===== src/asdz_pkg.sv =====
// Shared types and constants for the analog stick dead-zone block.
`default_nettype none
package asdz_pkg;

  localparam int CfgIdxW = 8;
  localparam int AxisW   = 16;

  // Register indexes on the configuration port.
  localparam logic [CfgIdxW-1:0] REG_TRIG_DZ   = 8'd0;
  localparam logic [CfgIdxW-1:0] REG_TRIG_FULL = 8'd1;
  localparam logic [CfgIdxW-1:0] REG_STICK_DZ  = 8'd2;
  localparam logic [CfgIdxW-1:0] REG_STICK_FULL = 8'd3;

  localparam logic [15:0] RST_TRIG_DZ    = 16'd250;
  localparam logic [15:0] RST_TRIG_FULL  = 16'd30000;
  localparam logic [15:0] RST_STICK_DZ   = 16'd8000;
  localparam logic [15:0] RST_STICK_FULL = 16'd30000;

  localparam logic [15:0] Q_ONE   = 16'h8000;
  localparam logic [15:0] OUT_MAX = 16'h7fff;

  // Pipeline layout: capture, squares, root, setup, fraction, multiply,
  // scaling division, output.
  localparam int RootSteps = 16;
  localparam int FracSteps = 15;
  localparam int DivSteps  = 16;
  localparam int StgSq     = 1;
  localparam int StgRoot0  = StgSq + 1;
  localparam int StgSetup  = StgRoot0 + RootSteps;
  localparam int StgFrac0  = StgSetup + 1;
  localparam int StgMul    = StgFrac0 + FracSteps;
  localparam int StgDiv0   = StgMul + 1;
  localparam int StgOut    = StgDiv0 + DivSteps;
  localparam int NumStg    = StgOut + 1;

  typedef struct packed {
    logic [15:0] trig_dz;
    logic [15:0] trig_full;
    logic [15:0] stick_dz;
    logic [15:0] stick_full;
  } cfg_t;

  typedef struct packed {
    logic               kind;
    logic               sx;
    logic               sy;
    logic               zero;
    logic               full;
    logic [15:0]        ax;
    logic [15:0]        ay;
    logic [31:0]        s;
    logic [19:0]        rem;
    logic [15:0]        root;
    logic [15:0]        r;
    logic [15:0]        d;
    logic [15:0]        f;
    logic [31:0]        px;
    logic [31:0]        py;
    logic [16:0]        rx;
    logic [16:0]        ry;
    logic [15:0]        qx;
    logic [15:0]        qy;
    logic signed [15:0] ox;
    logic signed [15:0] oy;
  } pl_t;

endpackage
`default_nettype wire


===== src/asdz_cfg.sv =====
// Configuration register file for the dead-zone block.
`default_nettype none
module asdz_cfg (
  input  wire logic                         clk,
  input  wire logic                         rst,
  input  wire logic                         cfg_valid,
  output logic                              cfg_ready,
  input  wire logic [asdz_pkg::CfgIdxW-1:0] cfg_index,
  input  wire logic [15:0]                  cfg_data,
  output asdz_pkg::cfg_t                    cfg
);
  import asdz_pkg::*;

  assign cfg_ready = 1'b1;

  always_ff @(posedge clk) begin
    if (rst) begin
      cfg.trig_dz    <= RST_TRIG_DZ;
      cfg.trig_full  <= RST_TRIG_FULL;
      cfg.stick_dz   <= RST_STICK_DZ;
      cfg.stick_full <= RST_STICK_FULL;
    end else if (cfg_valid) begin
      unique case (cfg_index)
        REG_TRIG_DZ:    cfg.trig_dz    <= cfg_data;
        REG_TRIG_FULL:  cfg.trig_full  <= cfg_data;
        REG_STICK_DZ:   cfg.stick_dz   <= cfg_data;
        REG_STICK_FULL: cfg.stick_full <= cfg_data;
        default: ;  // unknown index: ignored
      endcase
    end
  end

endmodule
`default_nettype wire


===== config.mk =====
export PLATFORM = sky130hd
export DESIGN_NAME = asdz_cfg
export DESIGN_NICKNAME = d
export VERILOG_FILES = /design/src/asdz_pkg.sv /design/src/asdz_cfg.sv
export SDC_FILE = /design/constraint.sdc
export NUM_CORES = 1
export LEC_CHECK = 0
export ABC_AREA = 1
export ABC_CLOCK_PERIOD_IN_PS = 1400
export BUFFER_PORTS_ARGS = -buffer_cell sky130_fd_sc_hd__buf_2
export CELL_PAD_IN_SITES_DETAIL_PLACEMENT = 0
export CELL_PAD_IN_SITES_GLOBAL_PLACEMENT = 2
export CORE_ASPECT_RATIO = 0.7
export CORE_MARGIN = 5
export CORE_UTILIZATION = 27
export DETAILED_ROUTE_END_ITERATION = 6
export GPL_ROUTABILITY_DRIVEN = 0
export PLACE_DENSITY = 0.89
export SLEW_MARGIN = 40
export SYNTH_ARGS = -nofsm -noshare
export SYNTH_HDL_FRONTEND = slang
export SYNTH_SLANG_ARGS = --single-unit

===== constraint.sdc =====
create_clock -name clk -period 1.4 [get_ports clk]
set_clock_uncertainty 0.2 [all_clocks]
set_input_delay 0.14 -clock clk [delete_from_list [all_inputs] [get_ports clk]]
set_output_delay 0.14 -clock clk [all_outputs]
set_load 0.005 [all_outputs]

==> results of run 1 <==
## final timing paths
check,end,slack (ps),from,depth (start not counted)
worst max-delay path,cfg[29],250,cfg[29]$_SDFFE_PP0P_,1
worst min register to register,cfg[5]$_SDFFE_PP1P_,250,cfg[5]$_SDFFE_PP1P_,2
worst max register to register,cfg[60]$_SDFFE_PP0P_,580,cfg[60]$_SDFFE_PP0P_,2
worst min-delay path,cfg[27]$_SDFFE_PP1P_,70,rst,4
## report_power, final
group          leakage, nW  switching (mW)  total (mW)  internal [mW]
Sequential           0.517         0.00222        1.83           1.83
Combinational         1.18           0.175       0.289          0.114
Clock                0.144           0.805        2.20           1.39
Total                 1.84           0.982        4.32           3.33
## layer usage
metal / part of all wire / vias up
met3: 0.10 / 6
met1: 0.45 / 1250
met2: 0.44 / 82
li1: - / 1386
met5: 0 / -
met4: 0.0058 / 0
## cells in the final DEF, fill, tap and decap left out
cell | Yosys | routed
nand2_2 | 5 | 5
nand3_1 | 90 | 90
nand2_1 | 67 | 67
buf_4 | 1 | 12
clkinv_4 | 0 | 1
dlygate4sd3_1 | 0 | 16
nor2_8 | 2 | 2
clkinvlp_4 | 0 | 2
nor2_1 | 39 | 39
inv_1 | 18 | 18
buf_2 | 8 | 90
inv_2 | 2 | 2
clkbuf_8 | 0 | 4
a21oi_1 | 38 | 38
nor2_2 | 3 | 2
buf_12 | 0 | 6
clkbuf_16 | 0 | 9
dfxtp_1 | 64 | 64
nor2_4 | 0 | 1
conb_1 | 1 | 1
## cells in the mapped netlist (all sizes together)
cell type  instances  area [sq um]
nand3             90           450
conb               1          3.75
clkbuf             3          11.3
inv               20          75.1
buf               24           179
nor2              44           205
dfxtp             64          1280
nand2             72           283
a21oi             38           190
## layout make-up
| class | instances | area [sq um] | share of cell area |
|---|---|---|---|
| multi-input cells | 245 | 1140 | 0.301 |
| inverters | 20 | 75.1 | 0.0199 |
| well taps | 128 | 160 | 0.0424 |
| flip-flops and latches | 64 | 1280 | 0.339 |
| clock inverters | 3 | 23.8 | 0.00629 |
| clock buffers | 13 | 280 | 0.0742 |
| repair buffers | 124 | 821 | 0.217 |
## kinds of logic after synthesis
| logic type | after synthesis | share of synthesized area |
|---|---|---|
| other cells | 1 | 0.00140 |
| buf+inv | 47 | 0.0990 |
| simple gates | 206 | 0.350 |
| compound gates | 38 | 0.0710 |
| flops | 64 | 0.478 |
## through the flow
step,area [sq um],hold slack [ps],TNS (ps),util,instances
2_1_floorplan,2680,94.4,0,-,356
3_3_place_gp,3310,198,-63.4,0.342,565
3_5_place_dp,3310,206,-333,0.342,565
4_1_cts,3780,55.8,0,0.390,597
5_1_grt,3780,63.1,0,0.390,597
6_report,3780,65.0,0,0.390,597
==> impl_results.md, run 1 <==
* Layout Nets at 491
* Netlist Area Pre-Place at 0.00268 sq mm
* Layout cell share with drive strength beyond 1 at 0.290
* Die Ht at 93.3 um
* Top flop regs: cfg: 64 flops
* RSZ-0062 raised after global routing: false
* Post-CTS Hold Fix Bufs at 16
* First-pass DRT Iterations at 4
* Critical path class: reg -> out
* Max IR drop VDD at 525 uV
* M2 GR Usage at 0.214
* Max incr delay on CP at 340 ps
* Cell count after synthesis at 356
* Antenna violations before repair at 0
* Max-Cap Viols at 0
* Avg WL per Cell at 14.2 um
* Slew Limit Fails at 0
* P&R area growth vs syn at 41.1%
* Io pins at 92
* 1st-iter DRT viols at 193
* Post-synthesis average cell area at 7.52 sq um
* Largest register by flop count: cfg
* Power per standard cell area at 1140 mW/mm^2
* Crit end category: output pin
* Data required time at the worst endpoint at 1060 ps
* Fillers at 1066
* Number of antenna diodes at 0
* TritonCTS Sinks at 64
* Leakage at 1.84 nW
* Count of buffer and inverter cells on the critical path at 1
* Drt drc at 0
* Clk_lat worst skew at 330 ps
* Total power draw at 4.32 mW
* Clock buffer count from CTS at 9
* Pin count of the biggest net entering global routing at 65
* Fmax at 866 MHz
* Worst hold path type: in -> reg
* Chip Width at 129 um
* Flip-flop count of the largest register after layout at 64
* CTS tree: done
* Antenna viol nets, final at 0
* Yosys cell types at 16
* Post-CTS sizing at 0
* Sequential area share after synthesis at 0.478
* Vias per cell at 4.56
* Num rows at 30
* Startpoint types: flop
* CTS H-tree depth at 3
* Flip-flop and latch count after synthesis at 64
* Global-route wire length before repair at 13900 um
* Gr ovfl total at 0
* Outcome: completed
* Worst-path clk slew at 50 ps
* All-Layer GR Usage at 0.147
* PortBufs at 90
* Ys Warns at 0
* Met3 Use GR at 0.0719
* Final setup violation count at 0
* PnR worst setup slack at 245 ps
* Grt met1 use at 0.194
* Total die area at 0.0120 sq mm
* DP HPWL at 6140 um
* Routed vias at 2724
* GRT busiest layer: met2
* Vias in the first global route at 2610
* Syn_nets at 383
* Final worst-path cycle share at 0.825
* Place WS at -55.0 ps
* CTS Buffer Depth at 2
* Critical path's slowest cell: dfxtp_1
* Arr. time, crit path at 810 ps
* Final Hold Viols at 0
* Final min period at 1150 ps
* Core Area at 0.00968 sq mm
* Post-CTS Repair Setup Buffers at 0
* Starting Density at 0.277
* Final wirelength at 8480 um
* CTS Root Cell: clkbuf_16
* Delay-heaviest family, CP: flip-flops
* CP Cell Sequence: buf_2
* CP Max Fanout at 2
Note: power is estimated with default switching activity, not from simulation.
==> inputs of run 2 (changes only) <==
--- a/config.mk
+++ b/config.mk
@@ -6,7 +6,7 @@
 export NUM_CORES = 1
 export LEC_CHECK = 0
 export ABC_AREA = 1
-export ABC_CLOCK_PERIOD_IN_PS = 1400
+export ABC_CLOCK_PERIOD_IN_PS = 1200
 export BUFFER_PORTS_ARGS = -buffer_cell sky130_fd_sc_hd__buf_2
 export CELL_PAD_IN_SITES_DETAIL_PLACEMENT = 0
 export CELL_PAD_IN_SITES_GLOBAL_PLACEMENT = 2
==> constraint.sdc (replaced) <==
create_clock -name clk -period 1.2 [get_ports clk]
set_clock_uncertainty 0.2 [all_clocks]
set_input_delay 0.12 -clock clk [delete_from_list [all_inputs] [get_ports clk]]
set_output_delay 0.12 -clock clk [all_outputs]
set_load 0.005 [all_outputs]
==> run 2 against run 1 <==
  * Critical path type is now in -> reg
  * Final area up 3.5%
  * Via count up 0.73%
  * Combinational power up 31%
  * Hold slack worse by 35 ps
  * Largest power group unchanged
  * Sequential cell count unchanged
  * Cell count up 1.7%
==> impl_results.md, run 2 (synthesis results as in run 1) <==
* Top flop regs: cfg: 64 flops (unchanged)
* Setup_tns at 0 ps (unchanged)
* Routed vias at 2744 (was 2724)
* Number of antenna diodes at 0 (unchanged)
* Core Area at 0.00968 sq mm (unchanged)
* Layout Nets at 501 (was 491)
* Final wirelength at 8680 um (was 8480 um)
* First-pass DRT Iterations at 4 (unchanged)
* CTS H-tree depth at 3 (unchanged)
* Critical path class: in -> reg (was reg -> out)
* Count of buffer and inverter cells on the critical path at 4 (was 1)
* Worst-path clk slew at 60 ps (was 50 ps)
* Fillers at 1034 (was 1066)
* Max IR drop VDD at 614 uV (was 525 uV)
* Fmax at 859 MHz
* Most frequent cells in the layout: nand3_1, buf_2, nand2_1 (unchanged)
* CTS tree: done (unchanged)
* Die Ht at 93.3 um (unchanged)
* Total power draw at 5.37 mW (was 4.32 mW)
* Starting Density at 0.277 (unchanged)
* Startpoint types: input port (was flop)
* All-Layer GR Usage at 0.150 (was 0.147)
* Critical path's slowest cell: dlygate4sd3_1 (was dfxtp_1)
* P&R area growth vs syn at 46.0% (was 41.1%)
* Leakage at 1.93 nW (was 1.84 nW)
* Max-Cap Viols at 0 (unchanged)
* Reg2reg setup slack at 380 ps (was 580 ps)
* Total die area at 0.0120 sq mm (unchanged)
* Global-route wire length before repair at 13900 um (about the same)
* Max incr delay on CP at 620 ps (was 340 ps)
* Outcome: completed (unchanged)
* Final Hold Viols at 0 (unchanged)
* CTS Root Cell: clkbuf_16 (unchanged)
* Num rows at 30 (unchanged)
* Cell total after placement at 571 (was 565)
* TritonCTS Sinks at 64 (unchanged)
* Data required time at the worst endpoint at 1220 ps (was 1060 ps)
* DP HPWL at 6310 um (was 6140 um)
* Largest register by flop count: cfg (unchanged)
* Flip-flop count of the largest register after layout at 64 (unchanged)
* Post-CTS Repair Setup Buffers at 0 (unchanged)
* Worst hold path type: in -> reg (unchanged)
* Hold WS at 30.3 ps (was 65.0 ps)
* CP Cell Sequence: buf_2 -> inv_2 -> buf_12 -> dlygate4sd3_1 -> nand3_1 (was buf_2)
* Clock buffer count from CTS at 9 (unchanged)
* Antenna violations before repair at 0 (unchanged)
* Layout cell share with drive strength beyond 1 at 0.296 (was 0.290)
* 1st-iter DRT viols at 173 (was 193)
* CP Max Fanout at 29 (was 2)
* Io pins at 92 (unchanged)
* Avg WL per Cell at 14.3 um (was 14.2 um)
* Power per standard cell area at 1370 mW/mm^2 (was 1140 mW/mm^2)
* Clk_lat worst skew at 330 ps (about the same)
* Slew Limit Fails at 0 (unchanged)
* Crit end category: flop (was output pin)
* Final worst-path cycle share at 0.970
* Delay-heaviest family, CP: buffers and inverters (was flip-flops)
* CTS Buffer Depth at 2 (unchanged)
* Final min period at 1160 ps
* Vias per cell at 4.52 (was 4.56)
* Final setup violation count at 0 (unchanged)
* Arr. time, crit path at 1190 ps (was 810 ps)
* Pin count of the biggest net entering global routing at 30 (was 65)
* Gr ovfl total at 0 (unchanged)
* Non-Filler Instances at 607 (was 597)
* Antenna viol nets, final at 0 (unchanged)
* Drt drc at 0 (unchanged)
* RSZ-0062 raised after global routing: false (unchanged)
* Vias in the first global route at 2648 (was 2610)
* PortBufs at 90 (unchanged)
* Chip Width at 129 um (unchanged)
## run 2: changes by cell type in the layout (fill, tap and decap cells not counted)
cell / change
buf_4: +4
clkbuf_8: -4
dlymetal6s4s_1: +3
inv_6: +3
bufinv_16: +2
buf_12: +1
buf_6: +1
clkinv_4: -1
dlygate4sd3_1: +1
## run 2: worst register-to-register path: stages, from the launching register on
cell     delay (ps)
dfxtp_1         330
a21oi_1         120
nor2_1           60
## run 2: layout make-up
type	count	area, sq um	area share
Clock buffer	9	225	0.0576
Clock inverter	7	101	0.0259
Inverter	20	75.1	0.0192
Multi-Input combinational cell	245	1140	0.291
Sequential cell	64	1280	0.328
Tap cell	128	160	0.0410
Timing Repair Buffer	134	930	0.238
## run 2: per-stage QoR
stage | area, sq um | util | worst slack [ps]
global placement | 3370 | 0.348 | -221
detailed placement | 3370 | 0.348 | -230
global route | 3910 | 0.404 | 2.88
finish | 3910 | 0.404 | 35.5
floorplan | 2680 | - | 50.6
CTS | 3900 | 0.403 | 20.0
## run 2: path summary, 6_finish.rpt
check / from / to / cells after the start
max: rst / cfg[51]$_SDFFE_PP1P_ / 5
min: rst / cfg[16]$_SDFFE_PP0P_ / 5
max reg2reg: cfg[47]$_SDFFE_PP0P_ / cfg[47]$_SDFFE_PP0P_ / 2
min reg2reg: cfg[46]$_SDFFE_PP1P_ / cfg[46]$_SDFFE_PP1P_ / 2
## run 2: what timing repair did
action | CTS | global route
gates resized for setup | 0 | 4
hold buffers | 20 | 0
endpoints found under the setup margin | 0 | 18
endpoints found under the hold margin | 53 | 0
## run 2: layer usage
| metal | global-route usage | routed length [um] | up-vias |
|---|---|---|---|
| li1 | - | - | 1403 |
| met1 | 0.198 | 4040 | 1246 |
| met2 | 0.217 | 3670 | 88 |
| met3 | 0.0696 | 883 | 7 |
| met4 | 0.0507 | 83 | 0 |
| met5 | 0 | 0 | - |
## run 2: power by group
| group | internal [mW] | switching [mW] | total (mW) |
|---|---|---|---|
| sequential | 2.13 | 0.00269 | 2.13 |
| clock | 1.84 | 1.03 | 2.86 |
| combinational | 0.165 | 0.213 | 0.378 |
| total | 4.13 | 1.24 | 5.37 |
==> inputs of run 3 (changes only) <==
--- a/config.mk
+++ b/config.mk
@@ -6,11 +6,10 @@
 export NUM_CORES = 1
 export LEC_CHECK = 0
 export ABC_AREA = 1
-export ABC_CLOCK_PERIOD_IN_PS = 1200
 export BUFFER_PORTS_ARGS = -buffer_cell sky130_fd_sc_hd__buf_2
 export CELL_PAD_IN_SITES_DETAIL_PLACEMENT = 0
 export CELL_PAD_IN_SITES_GLOBAL_PLACEMENT = 2
-export CORE_ASPECT_RATIO = 0.7
+export CORE_ASPECT_RATIO = 0.9
 export CORE_MARGIN = 5
 export CORE_UTILIZATION = 27
 export DETAILED_ROUTE_END_ITERATION = 6
==> run 3 against run 2 <==
  * The run now ends with hold timing left
  * Non-clock buffer count shrank 7
  * Core utilization shrank 1.5 points
  * Register-to-register slack gained 20 ps
  * Final area shrank 3.7%
  * Clock-buffer cell count grew 3
  * Cell count shrank 1.5%
  * Combinational power grew 1%
  * Worst setup slack gained 9.7 ps
  * Die area shrank 0.24%
  * Clock power shrank 44%
  * Sequential share of layout area grew 1.3 points
==> impl_results.md, run 3 (synthesis results as in run 1) <==
* Outcome: finished, violations left (was completed)
* Failing checks: hold timing
* Most frequent cells in the layout: nand3_1, buf_2, nand2_1 (unchanged)
* Final setup violation count at 0 (unchanged)
* 1st-iter DRT viols at 152 (was 173)
* Antenna violations before repair at 0 (unchanged)
* Multi-input gate area at 0.00114 sq mm (unchanged)
* CTS tree: done (unchanged)
* First-pass DRT Iterations at 4 (unchanged)
* CTS Buffer Depth at 2 (unchanged)
* Layout Nets at 494 (was 501)
* Non-Filler Instances at 598 (was 607)
* Max IR drop VDD at 398 uV (was 614 uV)
* CTS H-tree depth at 3 (unchanged)
* Vias per cell at 4.53 (was 4.52)
* Reg2reg setup slack at 400 ps (was 380 ps)
* Vias in the first global route at 2625 (was 2648)
* Chip Width at 115 um (was 129 um)
* Worst-path clk slew at 70 ps (was 60 ps)
* Clk_lat worst skew at 340 ps (was 330 ps)
* Pint at 3.09 mW (was 4.13 mW)
* Power per standard cell area at 1090 mW/mm^2 (was 1370 mW/mm^2)
* Max-Cap Viols at 0 (unchanged)
* Data required time at the worst endpoint at 1270 ps (was 1220 ps)
* Combinational share of power at 0.093 (was 0.070)
* Global-route wire length before repair at 13500 um (was 13900 um)
* Met3 Use GR at 0.0308 (was 0.0696)
* Final min period at 1150 ps (was 1160 ps)
* Crit end category: flop (unchanged)
* P_sw at 1.03 mW (was 1.24 mW)
* CTS Root Cell: clkbuf_8 (was clkbuf_16)
* Leakage at 1.83 nW (was 1.93 nW)
* Worst reg2reg path depth at 2 (unchanged)
* Critical path class: in -> reg (unchanged)
* CP Max Fanout at 16 (was 29)
* Io pins at 92 (unchanged)
* Arr. time, crit path at 1230 ps (was 1190 ps)
* P&R area growth vs syn at 40.6% (was 46.0%)
* Setup_tns at 0 ps (unchanged)
* Clock buffer count from CTS at 9 (unchanged)
* RSZ-0062 raised after global routing: false (unchanged)
* Fillers at 1050 (was 1034)
* Worst hold path type: in -> reg (unchanged)
* Flip-flop count of the largest register after layout at 64 (unchanged)
* Drt drc at 0 (unchanged)
* Pin count of the biggest net entering global routing at 37 (was 30)
* Final Hold Viols at 1 (was 0)
* Sequential power share at 0.517 (was 0.397)
* Layout cell share with drive strength beyond 1 at 0.290 (was 0.296)
* Largest register by flop count: cfg (unchanged)
* TritonCTS Sinks at 64 (unchanged)
* Clock network power share at 0.391 (was 0.533)
* Top flop regs: cfg: 64 flops (unchanged)
* Slew Limit Fails at 0 (unchanged)
* Grt met1 use at 0.187 (was 0.198)
* Routed vias at 2710 (was 2744)
* GRT busiest layer: met2 (unchanged)
* Worst Setup SP: rst (unchanged)
* Die Ht at 104 um (was 93.3 um)
* M2 GR Usage at 0.219 (was 0.217)
* PortBufs at 90 (unchanged)
* Num rows at 34 (was 30)
* Final worst-path cycle share at 0.962 (was 0.970)
* Switching Fraction at 0.251 (was 0.231)
* Antenna viol nets, final at 0 (unchanged)
* DP HPWL at 5870 um (was 6310 um)
* Total die area at 0.0120 sq mm (about the same)
* Gr ovfl total at 0 (unchanged)
* Storage cell area at 0.00128 sq mm (about the same)
* Hold WS at -7.63 ps (was 30.3 ps)
* Final wirelength at 8380 um (was 8680 um)
* Fmax at 866 MHz (was 859 MHz)
* Cell total after placement at 563 (was 571)
* Starting Density at 0.276 (was 0.277)
* Core Area at 0.00970 sq mm (was 0.00968 sq mm)
* Crit path capture: cfg[7]$_SDFFE_PP0P_ (was cfg[51]$_SDFFE_PP1P_)
* Number of antenna diodes at 0 (unchanged)
* All-Layer GR Usage at 0.141 (was 0.150)
* Startpoint types: input port (unchanged)
* Worst flop-to-flop path endpoint: cfg[30]$_SDFFE_PP0P_ (was cfg[47]$_SDFFE_PP0P_)
* Post-CTS Repair Setup Buffers at 0 (unchanged)
* Util after Layout at 0.388 (was 0.404)
* Avg WL per Cell at 14.0 um (was 14.3 um)
* Reg-to-Reg Start: cfg[30]$_SDFFE_PP0P_ (was cfg[47]$_SDFFE_PP0P_)
## run 3: worst max-delay path, stage by stage
cell and delay, ps:
dlygate4sd3_1 520, buf_2 140, inv_6 110, buf_12 160, nand2_1 60, nor2_1 100
## run 3: power by group through the flow
| stage | clock [mW] | sequential (mW) | combinational, mW |
|---|---|---|---|
| finish | 1.61 | 2.13 | 0.382 |
| global route | 1.77 | 2.13 | 0.421 |
| CTS | 1.68 | 2.13 | 0.359 |
| detailed placement | 0 | 2.18 | 0.316 |
| global placement | 0 | 2.18 | 0.314 |
| floorplan | 0 | 2.18 | 0.158 |
## run 3: final cells by class
cell class | count | share of cell area
clock buffer | 12 | 0.0385
multi-input combinational | 245 | 0.302
clock inverter | 4 | 0.00532
sequential | 64 | 0.341
tap | 126 | 0.0419
timing repair buffer | 127 | 0.250
inverter | 20 | 0.0213
## run 3: through the flow
stage	total power, mW	setup slack, ps	instance area [sq um]
floorplan	2.34	50.6	2680
global placement	2.49	-180	3370
detailed placement	2.49	-228	3370
CTS	4.17	17.0	3710
global route	4.32	6.39	3770
finish	4.12	45.2	3770
## run 3: metal layers
layer,vias to the layer above,share of wire
met5,-,0
met4,0,0.016
met3,11,0.062
met2,81,0.46
met1,1230,0.46
li1,1388,-
## run 3: how the worst min path moves through the flow
stage                            start                    to  slack [ps]  cells past startpoint
after floorplan           cfg_data[10]  cfg[10]$_SDFFE_PP1P_          70                      2
after CTS                 cfg_index[1]  cfg[60]$_SDFFE_PP0P_         -20                      5
final                     cfg_index[1]  cfg[60]$_SDFFE_PP0P_          -8                      5
after global placement             rst  cfg[28]$_SDFFE_PP1P_         180                      3
after detailed placement           rst  cfg[26]$_SDFFE_PP1P_         180                      3
after global routing      cfg_index[1]  cfg[60]$_SDFFE_PP0P_          20                      5
## run 3: repair_timing
| action | CTS | global route |
|---|---|---|
| gates resized for setup | 0 | 4 |
| setup endpoints to repair | 0 | 32 |
| hold endpoints to repair | 59 | 0 |
| hold buffers | 17 | 0 |
